**config.mk**
```make
export PLATFORM = sky130hd
export DESIGN_NAME = edit_list_position_translator_unit
export DESIGN_NICKNAME = d
export VERILOG_FILES = /design/src/rtl/elpt_pkg.sv /design/src/rtl/elpt_ram.sv /design/src/rtl/elpt_walk.sv /design/src/rtl/elpt_ctrl.sv /design/src/rtl/edit_list_position_translator_unit.sv
export SDC_FILE = /design/constraint.sdc
export NUM_CORES = 2
export LEC_CHECK = 0
export ABC_AREA = 1
export CAP_MARGIN = 20
export CELL_PAD_IN_SITES_DETAIL_PLACEMENT = 1
export CELL_PAD_IN_SITES_GLOBAL_PLACEMENT = 2
export CORE_MARGIN = 1.5
export CORE_UTILIZATION = 39
export DETAILED_ROUTE_END_ITERATION = 16
export DONT_BUFFER_PORTS = 1
export PLACE_DENSITY = 0.81
export SYNTH_ARGS = -nofsm -noshare
export SYNTH_HDL_FRONTEND = slang
export SYNTH_HIERARCHICAL = 1
export SYNTH_SLANG_ARGS = --single-unit
```
**constraint.sdc**
```tcl
create_clock -name clk -period 8.35 [get_ports clk]
set_clock_uncertainty 0.2 [all_clocks]
set_input_delay 0.835 -clock clk [delete_from_list [all_inputs] [get_ports clk]]
set_output_delay 0.835 -clock clk [all_outputs]
set_load 0.005 [all_outputs]
```
**src/rtl/elpt_pkg.sv**
```systemverilog
package elpt_pkg;

  // Fixed widths of the stream fields.
  localparam int KIND_W  = 1;
  localparam int SLOT_W  = 5;
  localparam int FIELD_W = 31;
  localparam int CIDX_W  = 6;
  localparam int TOTAL_W = 37;

  // Item kinds carried on the input tuser.
  localparam logic [KIND_W-1:0] KIND_WRITE = 1'b0;
  localparam logic [KIND_W-1:0] KIND_QUERY = 1'b1;

  // Sequencer states.
  typedef enum logic [1:0] {
    ST_IDLE,
    ST_WALK,
    ST_DONE
  } state_t;

  // Controls from the sequencer to the walk datapath and the top level.
  typedef struct packed {
    logic idle;
    logic clear;
    logic step;
    logic load;
  } ctl_t;

endpackage

```
**src/rtl/elpt_ram.sv**
```systemverilog
module elpt_ram import elpt_pkg::*; #(
  parameter int WIDTH  = 64,
  parameter int DEPTH  = 32,
  parameter int ADDR_W = (DEPTH > 1) ? $clog2(DEPTH) : 1
) (
  input  logic              clk,
  input  logic              we,
  input  logic [ADDR_W-1:0] waddr,
  input  logic [WIDTH-1:0]  wdata,
  input  logic [ADDR_W-1:0] raddr,
  output logic [WIDTH-1:0]  rdata
);

  logic [WIDTH-1:0] mem [DEPTH];

  // One write port and one registered read port.
  always_ff @(posedge clk) begin
    if (we) begin
      mem[waddr] <= wdata;
    end
    rdata <= mem[raddr];
  end

endmodule

```
**src/rtl/elpt_walk.sv**
```systemverilog
module elpt_walk import elpt_pkg::*; #(
  parameter int POS_BITS = 31,
  parameter int ACC_W    = 37,
  parameter int CW       = 6
) (
  input  logic                clk,
  input  logic                rst_n,
  input  ctl_t                ctl,
  input  logic [POS_BITS-1:0] pos,
  input  logic [CW-1:0]       idx,
  input  logic [POS_BITS-1:0] ent_first,
  input  logic [POS_BITS:0]   ent_len,
  output logic                found,
  output logic [POS_BITS:0]   src,
  output logic [CW-1:0]       hit_idx,
  output logic [ACC_W-1:0]    total
);

  logic [ACC_W-1:0]    start_r, start_nxt;
  logic                hit_r, hit_nxt;
  logic [CW-1:0]       hidx_r, hidx_nxt;
  logic [POS_BITS-1:0] hfirst_r, hfirst_nxt;
  logic [POS_BITS-1:0] hoff_r, hoff_nxt;
  logic [ACC_W:0]      off;
  logic                match;

  // Offset of the position from the start of the current clip; the top bit is the borrow.
  assign off   = {1'b0, {(ACC_W - POS_BITS){1'b0}}, pos} - {1'b0, start_r};
  assign match = !off[ACC_W] &&
                 (off[ACC_W-1:0] < {{(ACC_W - POS_BITS - 1){1'b0}}, ent_len});

  // Advance the running start and capture the first matching clip.
  always_comb begin
    start_nxt  = start_r;
    hit_nxt    = hit_r;
    hidx_nxt   = hidx_r;
    hfirst_nxt = hfirst_r;
    hoff_nxt   = hoff_r;
    if (ctl.clear) begin
      start_nxt = '0;
      hit_nxt   = 1'b0;
    end else if (ctl.step) begin
      start_nxt = start_r + {{(ACC_W - POS_BITS - 1){1'b0}}, ent_len};
      if (!hit_r && match) begin
        hit_nxt    = 1'b1;
        hidx_nxt   = idx;
        hfirst_nxt = ent_first;
        hoff_nxt   = off[POS_BITS-1:0];
      end
    end
  end

  always_ff @(posedge clk) begin
    if (!rst_n) begin
      hit_r <= 1'b0;
    end else begin
      hit_r <= hit_nxt;
    end
  end

  always_ff @(posedge clk) begin
    start_r  <= start_nxt;
    hidx_r   <= hidx_nxt;
    hfirst_r <= hfirst_nxt;
    hoff_r   <= hoff_nxt;
  end

  // The source position is formed combinationally from the captured clip start and offset.
  assign src     = {1'b0, hfirst_r} + {1'b0, hoff_r};
  assign found   = hit_r;
  assign hit_idx = hidx_r;
  assign total   = start_r;

endmodule

```
**src/rtl/elpt_ctrl.sv**
```systemverilog
module elpt_ctrl import elpt_pkg::*; #(
  parameter int NUM_CLIPS = 32,
  parameter int CW        = 6,
  parameter int AW        = 5
) (
  input  logic          clk,
  input  logic          rst_n,
  input  logic          query_acc,
  input  logic          ent_end,
  input  logic          out_free,
  output ctl_t          ctl,
  output logic [CW-1:0] idx,
  output logic [CW-1:0] cnt,
  output logic [AW-1:0] rd_addr
);

  localparam logic [CW-1:0] LAST = CW'(NUM_CLIPS - 1);

  state_t        state_r, state_nxt;
  logic [CW-1:0] idx_r, idx_nxt;
  logic [CW-1:0] cnt_r, cnt_nxt;
  logic [CW-1:0] idx_inc;
  logic          stop;

  assign idx_inc = idx_r + CW'(1);
  assign stop    = ent_end || (idx_r == LAST);

  // Next state.
  always_comb begin
    state_nxt = state_r;
    case (state_r)
      ST_IDLE: begin
        if (query_acc) begin
          state_nxt = ST_WALK;
        end
      end
      ST_WALK: begin
        if (stop) begin
          state_nxt = ST_DONE;
        end
      end
      ST_DONE: begin
        if (out_free) begin
          state_nxt = ST_IDLE;
        end
      end
      default: state_nxt = ST_IDLE;
    endcase
  end

  // Outputs to the datapath and the table read port.
  // The walk registers are held clear while idle, so a query starts from zero.
  always_comb begin
    ctl     = '0;
    rd_addr = '0;
    case (state_r)
      ST_IDLE: begin
        ctl.idle  = 1'b1;
        ctl.clear = 1'b1;
      end
      ST_WALK: begin
        ctl.step = !ent_end;
        if (idx_r != LAST) begin
          rd_addr = idx_inc[AW-1:0];
        end
      end
      ST_DONE: begin
        ctl.load = out_free;
      end
      default: ctl = '0;
    endcase
  end

  // Entry counter and the count of clips walked.
  always_comb begin
    idx_nxt = idx_r;
    cnt_nxt = cnt_r;
    if (query_acc && state_r == ST_IDLE) begin
      idx_nxt = '0;
    end else if (state_r == ST_WALK) begin
      if (stop) begin
        cnt_nxt = ent_end ? idx_r : idx_inc;
      end else begin
        idx_nxt = idx_inc;
      end
    end
  end

  always_ff @(posedge clk) begin
    if (!rst_n) begin
      state_r <= ST_IDLE;
      idx_r   <= '0;
    end else begin
      state_r <= state_nxt;
      idx_r   <= idx_nxt;
    end
  end

  always_ff @(posedge clk) begin
    cnt_r <= cnt_nxt;
  end

  assign idx = idx_r;
  assign cnt = cnt_r;

endmodule

```
**src/rtl/edit_list_position_translator_unit.sv**
```systemverilog
// A write item leaves the block idle, so it stays ready for the next item.
// A query walks the clip RAM from entry 0 until a zero-last entry, an unwritten entry or
// the last table entry; one entry is examined per cycle by the shared offset/accumulate
// unit reading the clip RAM.
// No new item is accepted until the result of a query is loaded into the output register.
// Reset clears the per-entry valid bits at once, so the table reads as an empty list.
module edit_list_position_translator_unit import elpt_pkg::*; #(
  parameter int NUM_CLIPS = 32,
  parameter int POS_BITS  = 31
) (
  input  logic         clk,
  input  logic         rst_n,
  input  logic         in_tvalid,
  output logic         in_tready,
  // entry_index[4:0], clip_first[35:5], clip_last[66:36], edit_position[97:67]
  input  logic [103:0] in_tdata,
  // kind[0]
  input  logic [0:0]   in_tuser,
  output logic         out_tvalid,
  input  logic         out_tready,
  // source_position[30:0], clip_index[36:31], total_length[73:37]
  output logic [79:0]  out_tdata,
  // found[0]
  output logic [0:0]   out_tuser
);

  localparam int AW     = (NUM_CLIPS > 1) ? $clog2(NUM_CLIPS) : 1;
  localparam int CW     = $clog2(NUM_CLIPS + 1);
  localparam int ACC_W  = POS_BITS + $clog2(NUM_CLIPS) + 1;
  localparam int WORD_W = 2 * POS_BITS + 2;

  // Input field unpacking.
  logic [SLOT_W-1:0]  in_slot;
  logic [FIELD_W-1:0] in_first, in_last, in_pos;
  logic [KIND_W-1:0]  in_kind;

  assign in_slot  = in_tdata[4:0];
  assign in_first = in_tdata[35:5];
  assign in_last  = in_tdata[66:36];
  assign in_pos   = in_tdata[97:67];
  assign in_kind  = in_tuser;

  // Fields resized to the internal position width.
  logic [POS_BITS+FIELD_W-1:0] first_pad, last_pad, pos_pad;
  logic [POS_BITS-1:0]         w_first, w_last, q_pos;

  assign first_pad = {{POS_BITS{1'b0}}, in_first};
  assign last_pad  = {{POS_BITS{1'b0}}, in_last};
  assign pos_pad   = {{POS_BITS{1'b0}}, in_pos};
  assign w_first   = first_pad[POS_BITS-1:0];
  assign w_last    = last_pad[POS_BITS-1:0];
  assign q_pos     = pos_pad[POS_BITS-1:0];

  ctl_t ctl;
  logic in_acc, wr_en, query_acc, slot_ok;

  assign in_tready = ctl.idle;
  assign in_acc    = in_tvalid && in_tready;
  assign slot_ok   = ({4'b0, in_slot} < 9'(NUM_CLIPS));
  assign wr_en     = in_acc && (in_kind == KIND_WRITE) && slot_ok;
  assign query_acc = in_acc && (in_kind == KIND_QUERY);

  // Clip length is worked out when the entry is written; a reversed clip has none.
  logic [POS_BITS:0]   w_diff, w_len;
  logic                w_end;
  logic [WORD_W-1:0]   w_word;
  logic [AW+SLOT_W-1:0] slot_pad;
  logic [AW-1:0]       w_addr;

  assign w_diff   = {1'b0, w_last} - {1'b0, w_first};
  assign w_len    = w_diff[POS_BITS] ? '0 : (w_diff + (POS_BITS+1)'(1));
  assign w_end    = (w_last == '0);
  assign w_word   = {w_end, w_len, w_first};
  assign slot_pad = {{AW{1'b0}}, in_slot};
  assign w_addr   = slot_pad[AW-1:0];

  // Valid bits: an entry never written reads as an end-of-list marker.
  logic [NUM_CLIPS-1:0] valid_r;
  logic                 ent_vld_r;
  logic [AW-1:0]        rd_addr;
  logic [WORD_W-1:0]    rd_word;

  always_ff @(posedge clk) begin
    if (!rst_n) begin
      valid_r <= '0;
    end else if (wr_en) begin
      valid_r[w_addr] <= 1'b1;
    end
  end

  always_ff @(posedge clk) begin
    ent_vld_r <= valid_r[rd_addr];
  end

  elpt_ram #(
    .WIDTH (WORD_W),
    .DEPTH (NUM_CLIPS)
  ) u_ram (
    .clk   (clk),
    .we    (wr_en),
    .waddr (w_addr),
    .wdata (w_word),
    .raddr (rd_addr),
    .rdata (rd_word)
  );

  logic                ent_end;
  logic [POS_BITS-1:0] ent_first;
  logic [POS_BITS:0]   ent_len;

  assign ent_end   = !ent_vld_r || rd_word[WORD_W-1];
  assign ent_first = rd_word[POS_BITS-1:0];
  assign ent_len   = rd_word[WORD_W-2:POS_BITS];

  // Query position, held for the walk.
  logic [POS_BITS-1:0] pos_r;

  always_ff @(posedge clk) begin
    if (query_acc) begin
      pos_r <= q_pos;
    end
  end

  logic          out_free;
  logic [CW-1:0] idx, cnt;

  assign out_free = !out_tvalid || out_tready;

  elpt_ctrl #(
    .NUM_CLIPS (NUM_CLIPS),
    .CW        (CW),
    .AW        (AW)
  ) u_ctrl (
    .clk       (clk),
    .rst_n     (rst_n),
    .query_acc (query_acc),
    .ent_end   (ent_end),
    .out_free  (out_free),
    .ctl       (ctl),
    .idx       (idx),
    .cnt       (cnt),
    .rd_addr   (rd_addr)
  );

  logic                found;
  logic [POS_BITS:0]   src;
  logic [CW-1:0]       hit_idx;
  logic [ACC_W-1:0]    total;

  elpt_walk #(
    .POS_BITS (POS_BITS),
    .ACC_W    (ACC_W),
    .CW       (CW)
  ) u_walk (
    .clk       (clk),
    .rst_n     (rst_n),
    .ctl       (ctl),
    .pos       (pos_r),
    .idx       (idx),
    .ent_first (ent_first),
    .ent_len   (ent_len),
    .found     (found),
    .src       (src),
    .hit_idx   (hit_idx),
    .total     (total)
  );

  // Result fields fitted to the output widths.
  logic [POS_BITS+FIELD_W:0] src_pad;
  logic [CW+CIDX_W-1:0]      cidx_pad;
  logic [ACC_W+TOTAL_W-1:0]  total_pad;

  assign src_pad   = {{FIELD_W{1'b0}}, src};
  assign cidx_pad  = {{CIDX_W{1'b0}}, (found ? hit_idx : cnt)};
  assign total_pad = {{TOTAL_W{1'b0}}, total};

  // Output register; it holds a result until the transfer completes.
  logic               out_tvalid_r;
  logic               out_found_r;
  logic [FIELD_W-1:0] out_src_r;
  logic [CIDX_W-1:0]  out_cidx_r;
  logic [TOTAL_W-1:0] out_total_r;

  always_ff @(posedge clk) begin
    if (!rst_n) begin
      out_tvalid_r <= 1'b0;
    end else if (ctl.load) begin
      out_tvalid_r <= 1'b1;
    end else if (out_tready) begin
      out_tvalid_r <= 1'b0;
    end
  end

  always_ff @(posedge clk) begin
    if (ctl.load) begin
      out_found_r <= found;
      out_src_r   <= found ? src_pad[FIELD_W-1:0] : '0;
      out_cidx_r  <= cidx_pad[CIDX_W-1:0];
      out_total_r <= total_pad[TOTAL_W-1:0];
    end
  end

  assign out_tvalid = out_tvalid_r;
  assign out_tuser  = out_found_r;
  assign out_tdata  = {6'b0, out_total_r, out_cidx_r, out_src_r};

  // A query holds off further input for at least the next cycle.
  a_query_busy: assert property (@(posedge clk) disable iff (!rst_n)
    (in_tvalid && in_tready && in_tuser == KIND_QUERY) |=> !in_tready)
    else $error("input accepted right after a query transfer");

  // A matching clip always lies inside the table.
  a_hit_index: assert property (@(posedge clk) disable iff (!rst_n)
    (out_tvalid && out_tuser[0]) |-> ({3'b0, out_tdata[36:31]} < 9'(NUM_CLIPS)))
    else $error("matching clip index beyond the table");

  // A miss carries a zero source position.
  a_miss_zero: assert property (@(posedge clk) disable iff (!rst_n)
    (out_tvalid && !out_tuser[0]) |-> (out_tdata[30:0] == '0))
    else $error("nonzero source position on a miss");

  // A result is loaded only when the output register is free.
  a_load_free: assert property (@(posedge clk) disable iff (!rst_n)
    ctl.load |-> (!out_tvalid || out_tready))
    else $error("result loaded over one still waiting");

endmodule
```
==> results.py <==
metrics = {
    "global_route": {
        "grt_usage_pct": 26.3,
        "antenna_found_initial": 31,
        "grt_pass1_wl_um": 515000,
        "first_global_vias": 75900,
        "grt_max_degree": 176,
        "grt_overflow_total": 0,
    },
    "timing": {
        "max_clock_freq_ghz": 0.183,
        "setup_viol": 0,
        "slew_violations": 0,
        "finalSetupTns_ps": 0,
        "period_share_pct": 65.3,
        "hold_viol": 0,
        "min_period_ps": 5460,
        "rsz0062_at_grt": "no",
        "tightestPinTransition_ps": 1170,
        "max_slew_margin_pct": 21.8,
    },
    "route": {
        "via_per_inst": 5.56,
        "postRouteAntennaNets": 0,
        "drc_errors": 0,
        "drt_wl_total_um": 357000,
        "route.vias.total": 74200,
        "drt-initial-drc-count": 7022,
        "wl_per_cell_um": 26.7,
        "dr.pass1.iters": 5,
    },
    "synth": {
        "avgSynthCellArea_um2": 10.8,
        "postSynthCellCount": 9576,
        "yosysWarnings": 6,
        "synth_area_mm2": 0.103,
    },
    "cells_and_area": {
        "syn_to_final_growth_pct": 13.1,
        "stdcell_count": 13300,
        "drive_gt1_share_pct": 7.48,
        "post-route-util_pct": 44.4,
        "fin_nets": 9881,
        "finalInstanceArea_mm2": 0.117,
    },
    "floorplan": {
        "start_util_pct": 39.3,
        "die_height_um": 517,
        "placementRows": 188,
        "die_w_um": 517,
        "ioPinCount": 192,
        "core_mm2": 0.263,
        "dieArea_mm2": 0.268,
    },
    "worst_setup_path": {
        "critPathCaptureType": "flip-flop",
        "rrSetupSlack_ps": 2890,
        "cp_max_fo": 68,
        "critical_path_required_ps": 8590,
        "start_kind": "flip-flop",
        "critPathKind": "reg2reg",
        "worst_ep_arrival_time_ps": 5690,
    },
    "power_and_ir_drop": {
        "p_comb_share_pct": 5.6,
        "cellPowerDensity_mw_per_mm2": 224,
        "leakagePower_nw": 43.5,
        "swShare_pct": 22.7,
        "p_int_mw": 20.2,
        "vdd_drop_max_uv": 167,
        "pwr-share-clk_pct": 43.7,
        "seqPwrFrac_pct": 50.7,
        "power.switching_mw": 5.92,
    },
    "placed_design": {
        "hpwl_um": 204000,
        "dpl_cell_area_mm2": 0.107,
        "portBuffers": 0,
        "dp_cells": 12800,
        "gp_congestion": 0.880,
    },
    "clock_network": {
        "cts_max_path_buffers": 4,
        "cts_max_level": 5,
        "path_clk_slew_ps": 60,
        "cts_tree": "done",
        "root_buffer": "clkbuf_16",
        "clk_latency_ps": 880,
        "post_cts_resized": 0,
        "cts_made_buffers": 268,
        "cts.sinks": 2372,
    },
    "flow_run": {
        "cap_violations": 0,
    },
    "run_status": {
        "status": "completed",
    },
    "worst_hold_path": {
        "min_path_type": "in2reg",
    },
}
## repair_timing
action                                  CTS  global route
setup buffers                             0             0
endpoints found under the hold margin  1050             0
hold buffers                             70             0
## worst paths after layout
path,cells after the start,to,startpoint
worst max register to register,24,u_walk/hfirst_r[14],u_walk/total[2]
worst min register to register,0,u_walk/hfirst_r[24],u_ram/rdata[24]
worst min-delay path,3,valid_r[0],in_tdata[0]
worst max-delay path,24,u_walk/hfirst_r[14],u_walk/total[2]
## per-stage QoR
step | setup slack [ps] | power, mW | hold WS, ps
global placement | 3010 | 14.7 | 190
detailed placement | 2990 | 14.8 | 192
finish | 2890 | 26.1 | 52.6
CTS | 2910 | 26.2 | 5.43
floorplan | 111 | 14.3 | 186
global route | 2560 | 26.8 | 40.6
## worst max-delay path: stages, from the launching register on
cell	delay, ps
dfxtp_1	370
inv_1	100
ha_1	450
nand2_1	130
nand3_1	330
a21oi_1	190
o21ai_0	390
nand2_1	100
nand2_1	90
xor2_1	360
ha_1	310
nand2_1	70
nor2_1	40
nand2_1	80
nor2_1	60
nand2_1	60
nand3_1	140
nand2_1	110
nand2_1	110
nand2_1	90
nand2_1	50
nand2_1	130
nand3_1	110
nor3_2	110
buf_4	810
## metal layers
metal  vias to the layer above  track usage [%]  wire (um)
met3                       647             4.71      26300
li1                      33100                -          -
met1                     37800             34.6     148000
met4                        32             9.32      13100
met2                      2558             43.6     169000
met5                         -                0        195
## state kept, by name (all words and copies together) (netlist names)
name,flops
u_walk/found,1
out_tuser,1
u_walk/total,37
u_ram/mem,2048
u_ctrl/idx,6
out_total_r,37
ent_vld_r,1
u_ram/rdata,64
u_walk/hoff_r,31
u_walk/hit_idx,6
out_cidx_r,6
out_src_r,31
out_tvalid,1
pos_r,31
u_ctrl/cnt,6
u_walk/hfirst_r,31
u_ctrl/state_r,2
valid_r,32
## final cells by class
class | count | area [um^2]
fill | 28200 | 146000
sequential | 2372 | 69800
multi-input combinational | 6188 | 29500
clock buffer | 357 | 7250
tap | 3515 | 4400
timing repair buffer | 233 | 2690
inverter | 547 | 2100
clock inverter | 110 | 1040
antenna | 9 | 22.5
## power by group through the flow
stage          clock network, mW  registers [mW]  logic (mW)
5_1_grt                     12.0            13.2        1.61
2_1_floorplan                  0            13.5       0.840
4_1_cts                     11.6            13.2        1.41
3_5_place_dp                   0            13.5        1.29
6_report                    11.4            13.2        1.46
3_3_place_gp                   0            13.5        1.25
## placed cells by master, fill, tap and decap left out, types with 9 or more instances in the layout
master / instances
bufinv_16: 16
xor2_1: 55
clkbuf_1: 76
nor2_4: 46
nand3_1: 1929
nand4_1: 32
diode_2: 9
ha_1: 158
buf_12: 40
o21ai_0: 83
inv_2: 17
nor3_2: 10
clkbuf_16: 276
dfxtp_1: 144
xnor2_1: 30
inv_6: 9
o21bai_1: 14
nor3_1: 35
dlygate4sd3_1: 60
nand2_2: 37
a211oi_1: 9
clkinv_1: 45
buf_8: 20
nor2_1: 220
a31oi_1: 10
edfxtp_1: 2228
a21oi_1: 208
nand2_1: 3133
nor4_1: 13
nand3_2: 16
inv_1: 523
nor2_2: 37
a21o_1: 17
clkinv_2: 27
buf_4: 103
No activity file was read; power rests on OpenSTA's default activity.
